### config.mk
export PLATFORM = sky130hd
export DESIGN_NAME = unique_value_set_statistics
export DESIGN_NICKNAME = d
export VERILOG_FILES = /design/src/rtl/uvss_pkg.sv /design/src/rtl/uvss_ram.sv /design/src/rtl/uvss_div.sv /design/src/rtl/unique_value_set_statistics.sv
export SDC_FILE = /design/constraint.sdc
export NUM_CORES = 2
export LEC_CHECK = 0
export BUFFER_PORTS_ARGS = -buffer_cell sky130_fd_sc_hd__buf_2
export CELL_PAD_IN_SITES_DETAIL_PLACEMENT = 1
export CELL_PAD_IN_SITES_GLOBAL_PLACEMENT = 1
export CORE_AREA = 2 2 324 567
export DETAILED_ROUTE_END_ITERATION = 7
export DIE_AREA = 0 0 326 569
export HOLD_SLACK_MARGIN = 0.03
export PLACE_DENSITY = 0.8
export SLEW_MARGIN = 20
export SYNTH_ARGS = -nofsm -noshare
export SYNTH_HDL_FRONTEND = slang
export SYNTH_SLANG_ARGS = --single-unit
### constraint.sdc
create_clock -name clk -period 6.7 [get_ports clk]
set_input_delay 1.34 -clock clk [delete_from_list [all_inputs] [get_ports clk]]
set_output_delay 1.34 -clock clk [all_outputs]
set_load 0.1 [all_outputs]
### src/rtl/uvss_pkg.sv
package uvss_pkg;

	// Default set size and fixed field widths
	localparam int DEF_CAPACITY = 64;
	localparam int VAL_W        = 32;
	localparam int FRAC_W       = 8;
	localparam int MEAN_W       = 40;

	// Command codes
	typedef enum logic [1:0] {
		CMD_ADD   = 2'd0,
		CMD_FIND  = 2'd1,
		CMD_CLEAR = 2'd2,
		CMD_STATS = 2'd3
	} cmd_t;

	// Status codes
	typedef enum logic [1:0] {
		ST_OK    = 2'd0,
		ST_DUP   = 2'd1,
		ST_EMPTY = 2'd2,
		ST_FULL  = 2'd3
	} status_t;

endpackage

### src/rtl/uvss_ram.sv
module uvss_ram #(
	parameter int WIDTH = 32,
	parameter int DEPTH = 64,
	parameter int AW    = (DEPTH > 1) ? $clog2(DEPTH) : 1
) (
	input  logic             clk,
	input  logic             we,
	input  logic [AW-1:0]    waddr,
	input  logic [WIDTH-1:0] wdata,
	input  logic [AW-1:0]    raddr,
	output logic [WIDTH-1:0] rdata
);

	logic [WIDTH-1:0] mem [DEPTH];

	// Write one entry, read one entry with registered data
	always_ff @(posedge clk) begin
		if (we) begin
			mem[waddr] <= wdata;
		end
		rdata <= mem[raddr];
	end

endmodule

### src/rtl/uvss_div.sv
module uvss_div #(
	parameter int DIVIDEND_W = 46,
	parameter int DIVISOR_W  = 7
) (
	input  logic                  clk,
	input  logic                  arst_n,
	input  logic                  start,
	input  logic [DIVIDEND_W-1:0] dividend,
	input  logic [DIVISOR_W-1:0]  divisor,
	output logic                  busy,
	output logic                  done,
	output logic [DIVIDEND_W-1:0] quotient
);

	localparam int CNT_W = $clog2(DIVIDEND_W + 1);

	logic [DIVIDEND_W-1:0] quo_q;
	logic [DIVISOR_W-1:0]  rem_q;
	logic [DIVISOR_W-1:0]  dvs_q;
	logic [CNT_W-1:0]      cnt_q;
	logic                  busy_q;
	logic                  done_q;
	logic [DIVISOR_W:0]    trial;
	logic                  ge;
	logic [DIVISOR_W:0]    diff;

	// One restoring step: shift in the next dividend bit, subtract if it fits
	always_comb begin
		trial = {rem_q, quo_q[DIVIDEND_W-1]};
		ge    = trial >= {1'b0, dvs_q};
		diff  = trial - {1'b0, dvs_q};
	end

	always_ff @(posedge clk or negedge arst_n) begin
		if (!arst_n) begin
			busy_q <= 1'b0;
			done_q <= 1'b0;
			cnt_q  <= '0;
		end else begin
			done_q <= 1'b0;
			if (start) begin
				busy_q <= 1'b1;
				cnt_q  <= CNT_W'(DIVIDEND_W);
			end else if (busy_q) begin
				cnt_q <= cnt_q - 1'b1;
				if (cnt_q == CNT_W'(1)) begin
					busy_q <= 1'b0;
					done_q <= 1'b1;
				end
			end
		end
	end

	// Datapath registers
	always_ff @(posedge clk) begin
		if (start) begin
			quo_q <= dividend;
			rem_q <= '0;
			dvs_q <= divisor;
		end else if (busy_q) begin
			quo_q <= {quo_q[DIVIDEND_W-2:0], ge};
			rem_q <= ge ? diff[DIVISOR_W-1:0] : trial[DIVISOR_W-1:0];
		end
	end

	assign busy     = busy_q;
	assign done     = done_q;
	assign quotient = quo_q;

endmodule

### src/rtl/unique_value_set_statistics.sv
// Flow, input beat to result valid: clear, stats and find on an empty set go straight to the response state;
// find and a rejected add first scan the stored entries (one entry RAM read per cycle).
// A stored add also waits for the bit-serial mean divider before its response.
// Throughput: one command at a time; the next beat is taken the cycle after its result
// enters the output register, and a result that cannot enter it holds the input off.
// Reset (arst_n low) empties the set and zeroes min, max, sum and mean; the RAM is not cleared.
module unique_value_set_statistics #(
	parameter int CAPACITY = uvss_pkg::DEF_CAPACITY,
	parameter int CW       = $clog2(CAPACITY + 1)
) (
	input  logic                               clk,
	input  logic                               arst_n,
	input  logic                               in_valid,
	output logic                               in_ready,
	input  logic [1:0]                         cmd,
	input  logic signed [uvss_pkg::VAL_W-1:0]  value,
	output logic                               out_valid,
	input  logic                               out_ready,
	output logic [1:0]                         status,
	output logic                               found,
	output logic [CW-1:0]                      entry_count,
	output logic signed [uvss_pkg::VAL_W-1:0]  smallest,
	output logic signed [uvss_pkg::VAL_W-1:0]  largest,
	output logic signed [uvss_pkg::MEAN_W-1:0] mean_fixed
);

	localparam int VW    = uvss_pkg::VAL_W;
	localparam int MW    = uvss_pkg::MEAN_W;
	localparam int FW    = uvss_pkg::FRAC_W;
	localparam int AW    = (CAPACITY > 1) ? $clog2(CAPACITY) : 1;
	localparam int SUM_W = VW + $clog2(CAPACITY);
	localparam int DVD_W = SUM_W + FW;

	typedef enum logic [1:0] {
		S_IDLE,
		S_SCAN,
		S_DIV,
		S_RESP
	} state_t;

	state_t                   state_q;
	uvss_pkg::cmd_t           cmd_q;
	logic signed [VW-1:0]     value_q;
	logic [CW-1:0]            count_q;
	logic signed [VW-1:0]     min_q;
	logic signed [VW-1:0]     max_q;
	logic signed [SUM_W-1:0]  sum_q;
	logic signed [MW-1:0]     mean_q;
	uvss_pkg::status_t        status_q;
	logic                     found_q;
	logic [CW-1:0]            scan_idx_q;
	logic                     rd_vld_s1;
	logic                     div_start_q;

	logic                     out_valid_q;
	logic [1:0]               out_status_q;
	logic                     out_found_q;
	logic [CW-1:0]            out_count_q;
	logic signed [VW-1:0]     out_min_q;
	logic signed [VW-1:0]     out_max_q;
	logic signed [MW-1:0]     out_mean_q;

	logic                     in_fire;
	logic [VW-1:0]            rdata;
	logic                     scan_hit;
	logic                     scan_miss;
	logic                     is_full;
	logic                     ins;
	logic signed [VW-1:0]     ins_val;
	logic [SUM_W-1:0]         sum_mag;
	logic [DVD_W-1:0]         quotient;
	logic                     div_busy;
	logic                     div_done;
	logic signed [MW-1:0]     quo_mean;

	assign in_ready = (state_q == S_IDLE);
	assign in_fire  = in_valid && in_ready;

	// Scan compare and insert decision
	always_comb begin
		scan_hit  = (state_q == S_SCAN) && rd_vld_s1 && (rdata == value_q);
		scan_miss = (state_q == S_SCAN) && !rd_vld_s1 && !scan_hit && (scan_idx_q == count_q);
		is_full   = (count_q == CW'(CAPACITY));
		ins       = (in_fire && (uvss_pkg::cmd_t'(cmd) == uvss_pkg::CMD_ADD) &&
		             (count_q == '0)) ||
		            (scan_miss && (cmd_q == uvss_pkg::CMD_ADD) && !is_full);
		ins_val   = (state_q == S_IDLE) ? value : value_q;
		sum_mag   = sum_q[SUM_W-1] ? SUM_W'(-sum_q) : SUM_W'(sum_q);
		quo_mean  = MW'(quotient);
	end

	uvss_ram #(
		.WIDTH (VW),
		.DEPTH (CAPACITY),
		.AW    (AW)
	) u_ram (
		.clk   (clk),
		.we    (ins),
		.waddr (count_q[AW-1:0]),
		.wdata (ins_val),
		.raddr (scan_idx_q[AW-1:0]),
		.rdata (rdata)
	);

	uvss_div #(
		.DIVIDEND_W (DVD_W),
		.DIVISOR_W  (CW)
	) u_div (
		.clk      (clk),
		.arst_n   (arst_n),
		.start    (div_start_q),
		.dividend ({sum_mag, {FW{1'b0}}}),
		.divisor  (count_q),
		.busy     (div_busy),
		.done     (div_done),
		.quotient (quotient)
	);

	// Command sequencer, set statistics and output register
	always_ff @(posedge clk or negedge arst_n) begin
		if (!arst_n) begin
			state_q      <= S_IDLE;
			cmd_q        <= uvss_pkg::CMD_ADD;
			value_q      <= '0;
			count_q      <= '0;
			min_q        <= '0;
			max_q        <= '0;
			sum_q        <= '0;
			mean_q       <= '0;
			status_q     <= uvss_pkg::ST_OK;
			found_q      <= 1'b0;
			scan_idx_q   <= '0;
			rd_vld_s1    <= 1'b0;
			div_start_q  <= 1'b0;
			out_valid_q  <= 1'b0;
			out_status_q <= '0;
			out_found_q  <= 1'b0;
			out_count_q  <= '0;
			out_min_q    <= '0;
			out_max_q    <= '0;
			out_mean_q   <= '0;
		end else begin
			div_start_q <= 1'b0;
			rd_vld_s1   <= 1'b0;
			if (out_valid_q && out_ready) begin
				out_valid_q <= 1'b0;
			end

			// Update the running statistics on a new entry
			if (ins) begin
				count_q <= count_q + 1'b1;
				sum_q   <= sum_q + SUM_W'(ins_val);
				if (count_q == '0) begin
					min_q <= ins_val;
					max_q <= ins_val;
				end else begin
					if (ins_val < min_q) min_q <= ins_val;
					if (ins_val > max_q) max_q <= ins_val;
				end
				div_start_q <= 1'b1;
			end

			unique case (state_q)
				S_IDLE: begin
					if (in_fire) begin
						cmd_q      <= uvss_pkg::cmd_t'(cmd);
						value_q    <= value;
						found_q    <= 1'b0;
						scan_idx_q <= '0;
						status_q   <= uvss_pkg::ST_OK;
						unique case (uvss_pkg::cmd_t'(cmd))
							uvss_pkg::CMD_ADD: begin
								state_q <= (count_q == '0) ? S_DIV : S_SCAN;
							end
							uvss_pkg::CMD_FIND: begin
								if (count_q == '0) begin
									status_q <= uvss_pkg::ST_EMPTY;
									state_q  <= S_RESP;
								end else begin
									state_q <= S_SCAN;
								end
							end
							uvss_pkg::CMD_CLEAR: begin
								count_q <= '0;
								min_q   <= '0;
								max_q   <= '0;
								sum_q   <= '0;
								mean_q  <= '0;
								state_q <= S_RESP;
							end
							uvss_pkg::CMD_STATS: begin
								if (count_q == '0) begin
									status_q <= uvss_pkg::ST_EMPTY;
								end
								state_q <= S_RESP;
							end
							default: state_q <= S_RESP;
						endcase
					end
				end
				S_SCAN: begin
					priority if (scan_hit) begin
						found_q  <= (cmd_q == uvss_pkg::CMD_FIND);
						status_q <= (cmd_q == uvss_pkg::CMD_ADD) ?
						            uvss_pkg::ST_DUP : uvss_pkg::ST_OK;
						state_q  <= S_RESP;
					end else if (scan_miss) begin
						if (cmd_q == uvss_pkg::CMD_FIND) begin
							state_q <= S_RESP;
						end else if (is_full) begin
							status_q <= uvss_pkg::ST_FULL;
							state_q  <= S_RESP;
						end else begin
							state_q <= S_DIV;
						end
					end else begin
						// Issue the next entry read until the last one is out
						if (scan_idx_q != count_q) begin
							rd_vld_s1  <= 1'b1;
							scan_idx_q <= scan_idx_q + 1'b1;
						end
					end
				end
				S_DIV: begin
					if (div_done) begin
						mean_q  <= sum_q[SUM_W-1] ? -quo_mean : quo_mean;
						state_q <= S_RESP;
					end
				end
				S_RESP: begin
					// Load the beat once the output register is free
					if (!out_valid_q || out_ready) begin
						out_valid_q  <= 1'b1;
						out_status_q <= status_q;
						out_found_q  <= found_q;
						out_count_q  <= count_q;
						out_min_q    <= min_q;
						out_max_q    <= max_q;
						out_mean_q   <= mean_q;
						state_q      <= S_IDLE;
					end
				end
				default: state_q <= S_IDLE;
			endcase
		end
	end

	assign out_valid   = out_valid_q;
	assign status      = out_status_q;
	assign found       = out_found_q;
	assign entry_count = out_count_q;
	assign smallest    = out_min_q;
	assign largest     = out_max_q;
	assign mean_fixed  = out_mean_q;

`ifndef NO_ASSERTIONS
	// Count never passes the set size
	a_count_bound: assert property (@(posedge clk) disable iff (!arst_n)
		count_q <= CW'(CAPACITY))
		else $error("entry count above capacity");

	// Empty set keeps all statistics at zero
	a_empty_zero: assert property (@(posedge clk) disable iff (!arst_n)
		(count_q == '0) |-> (min_q == '0 && max_q == '0 && sum_q == '0 && mean_q == '0))
		else $error("statistics nonzero on empty set");

	// Minimum never exceeds maximum
	a_min_max: assert property (@(posedge clk) disable iff (!arst_n)
		min_q <= max_q)
		else $error("running min above running max");

	// Divider works only while the sequencer waits on it
	a_div_owner: assert property (@(posedge clk) disable iff (!arst_n)
		(div_busy || div_done) |-> (state_q == S_DIV))
		else $error("divider active outside mean update");
`endif

endmodule
==> flow_summary.toml <==
[cells_and_area]
nets = 5487
final_cell_mix = "2093 x edfxtp_1, 672 x mux4_2, 312 x dfrtp_1"
finish.utilization_pct = 61.2
fin_area_um2 = 111000
final_common_cell = "edfxtp_1"
syn_to_final_growth_pct = 11.9
drive_above_1_share_pct = 27.8
final_cells = 7907

[sta]
slew_violations = 0
period_minus_slack_ns = 5.57
rsz0062_at_grt = "false"
setup_ws_ns = 1.13
final_hold_viol_count = 0
fin_setup_tns_ns = 0
fin_skew_ns = 0.0626
tightestPinTransition_ns = 1.20
maxSlewHeadroom_pct = 19.7
hold_ws_ns = 0.455
fin_crit_sh_pct = 83.2
setup_viol = 0
maxClockFrequency_mhz = 179

[yosys]
syn_inst = 5055
syn_avg_cell_area_um2 = 19.6
synth_edf_count = 2093
synth.top_cell.area_share_pct = 63.5
synth_seq_cells = 2460
synth.distinct_cells = 67
yosys-top-cells-area = "edfxtp_1 64%, mux4_2 15%, dfrtp_1 8.1%"
netlist_area_um2 = 98900
ys.flop_type = "edfxtp_1"
synthArstFlopShare_pct = 13.0
synth.largest_area_cell = "edfxtp_1"
ys_seq_area_share_pct = 72.6
syn_nets = 5213
ys_warn_count = 0

[worst_setup_path]
path_delay_family = "simple AND/OR/NAND/NOR gates"
cpPeakStageDelay_ns = 0.77
worstSetupEndpointType = "register"
worstPathMaxFanout = 18
path_buf_inv = 3
crit_start = "count_q[4]"
required_ns = 7.20
reg2reg_from = "count_q[4]"
cp-start-kind = "register"
slowest_stage = "nor2_4"
critical_path_class = "reg -> reg"
worstPathArrival_ns = 6.08
crit_chain = "buf_4 -> or3_1 -> nor3b_1 -> nand2b_1 -> or3_1 -> o22a_1 -> inv_2 -> and2_0 -> nand2_1 -> nor2_4 -> buf_4"

[floorplan]
dieArea_um2 = 185000
top_level_ports = 154
start_util_pct = 54.7
die_x_um = 326
coreArea_um2 = 181000
die_y_um = 569
fp-row-count = 207

[cts]
cts.sinks = 2460
cts_root_buffer = "clkbuf_16"
cts_resized = 0
cts_tree = "built"
htree_levels = 4
clockBufferDepth = 4
postCtsSetupRepairBufs = 0
clkTransAtPathRegs_ns = 0.08
clk_latency_ns = 0.88
cts_hold_buf = 0
cts_buffers = 208

[drt]
final_antenna_net_count = 0
via_per_inst = 6.75
wl_um = 296000
drt_iter0_markers = 5723
wire_per_inst_um = 37.4
vias = 53411
drtPass1Iterations = 6
drc = 0

[power]
power_density_nw_per_um2 = 268
leakage_nw = 29.3
peakVddDrop_v = 0.000216
fin_total_pwr_mw = 29.7

[run_status]
status = "finished clean"

[global_routing]
grt_overflow = 0
grt_pass1_vias = 56969
grt_first_pass_wirelength_um = 424000
grt_max_degree = 146
antenna_found_initial = 23
grt_use_total_pct = 32.2

[hold_path]
hold_path.class = "in -> async"

[placed_design]
hpwl_um = 174000
dp_slack_ns = 1.11
dp.cells = 7522
io_buffers = 153
place_congestion = 0.884
place_area_um2 = 104000

[run]
maxCapViolations = 0
power breakdown:
| group | internal, mW | switching [mW] |
|---|---|---|
| clock network | 6.89 | 5.71 |
| logic | 0.0877 | 0.403 |
| registers | 16.6 | 0.000000000000000113 |
synth_stat cells (8+ instances only):
master,number
a211oi_1,45
a21o_1,42
a21oi_1,87
a22o_1,37
a31oi_1,11
buf_1,53
clkbuf_1,200
dfrtp_1,320
dfxtp_1,47
edfxtp_1,2093
ha_1,118
inv_1,101
mux2_2,117
mux2i_1,50
mux4_2,672
nand2_1,245
nand2b_1,18
nand3_1,42
nand4_1,24
nor2_1,201
nor2b_1,17
nor3_1,18
nor4_1,11
o211ai_1,8
o21ai_0,173
o31ai_1,31
o41ai_1,12
or3_1,14
or4_1,10
xnor2_1,68
xor2_1,82
worst reg2reg max path: stages, from the launching register on:
cell      delay, ns
dfrtp_1        0.37
buf_4          0.22
or3_1          0.73
nor3b_1        0.45
nand2b_1       0.35
or3_1          0.44
o22a_1         0.28
inv_2          0.09
and2_0         0.33
nand2_1        0.70
nor2_4         0.79
buf_4          0.44
final timing paths:
| kind | endpoint | slack (ns) | cells after the start |
|---|---|---|---|
| setup / recovery | u_ram.mem[29][10] | 1.13 | 11 |
| hold / removal | mean_fixed[31] | 0.46 | 1 |
| setup reg to reg | u_ram.mem[29][10] | 1.13 | 11 |
| hold reg to reg | mean_q[30] | 0.47 | 2 |
| max in group asynchronous | min_q[21] | 4.80 | 2 |
| min in group clk | mean_q[30] | 0.47 | 2 |
registers in the layout (all words and copies together) (netlist names), 2 cells and up:
signal and count:
cmd_q 2, count_q 7, entry_count 7, largest 32
max_q 32, mean_fixed 40, mean_q 40, min_q 32
scan_idx_q 7, smallest 32, state_q 2, status 2
status_q 2, sum_q 38, u_div.cnt_q 6, u_div.dvs_q 7
u_div.quotient 46, u_div.rem_q 7, u_ram.mem 2048, u_ram.rdata 32
value_q 32
layer usage:
layer,vias to the layer above,GRT usage [%],wire length [µm]
met5,-,0,101
met4,14,19.5,21200
met3,932,4.38,20100
met2,3248,57.3,158000
met1,28263,36.9,96500
li1,20954,-,-
cell families (layout without fill, tap and decap cells):
group | after synthesis | after routing | share of synthesized area [%]
AO/OA/AOI/OAI | 479 | 479 | 3.07
XOR/XNOR | 150 | 150 | 1.33
adder cells (fa/ha/maj) | 120 | 120 | 1.53
buffers and inverters | 358 | 798 | 1.36
flip-flops | 2460 | 2460 | 72.6
multiplexers | 839 | 839 | 17.1
other | 0 | 9 | 0
AND/OR/NAND/NOR | 649 | 649 | 3.01
cell type report:
cell class,instances,area (µm²)
sequential,2460,71800
fill,15219,70300
multi-input combinational,2237,26300
clock buffer,264,5700
tap,2403,3010
timing repair buffer,320,2320
clock inverter,112,1180
inverter,102,383
antenna,9,22.5
Note: power is estimated with default switching activity, not from simulation.
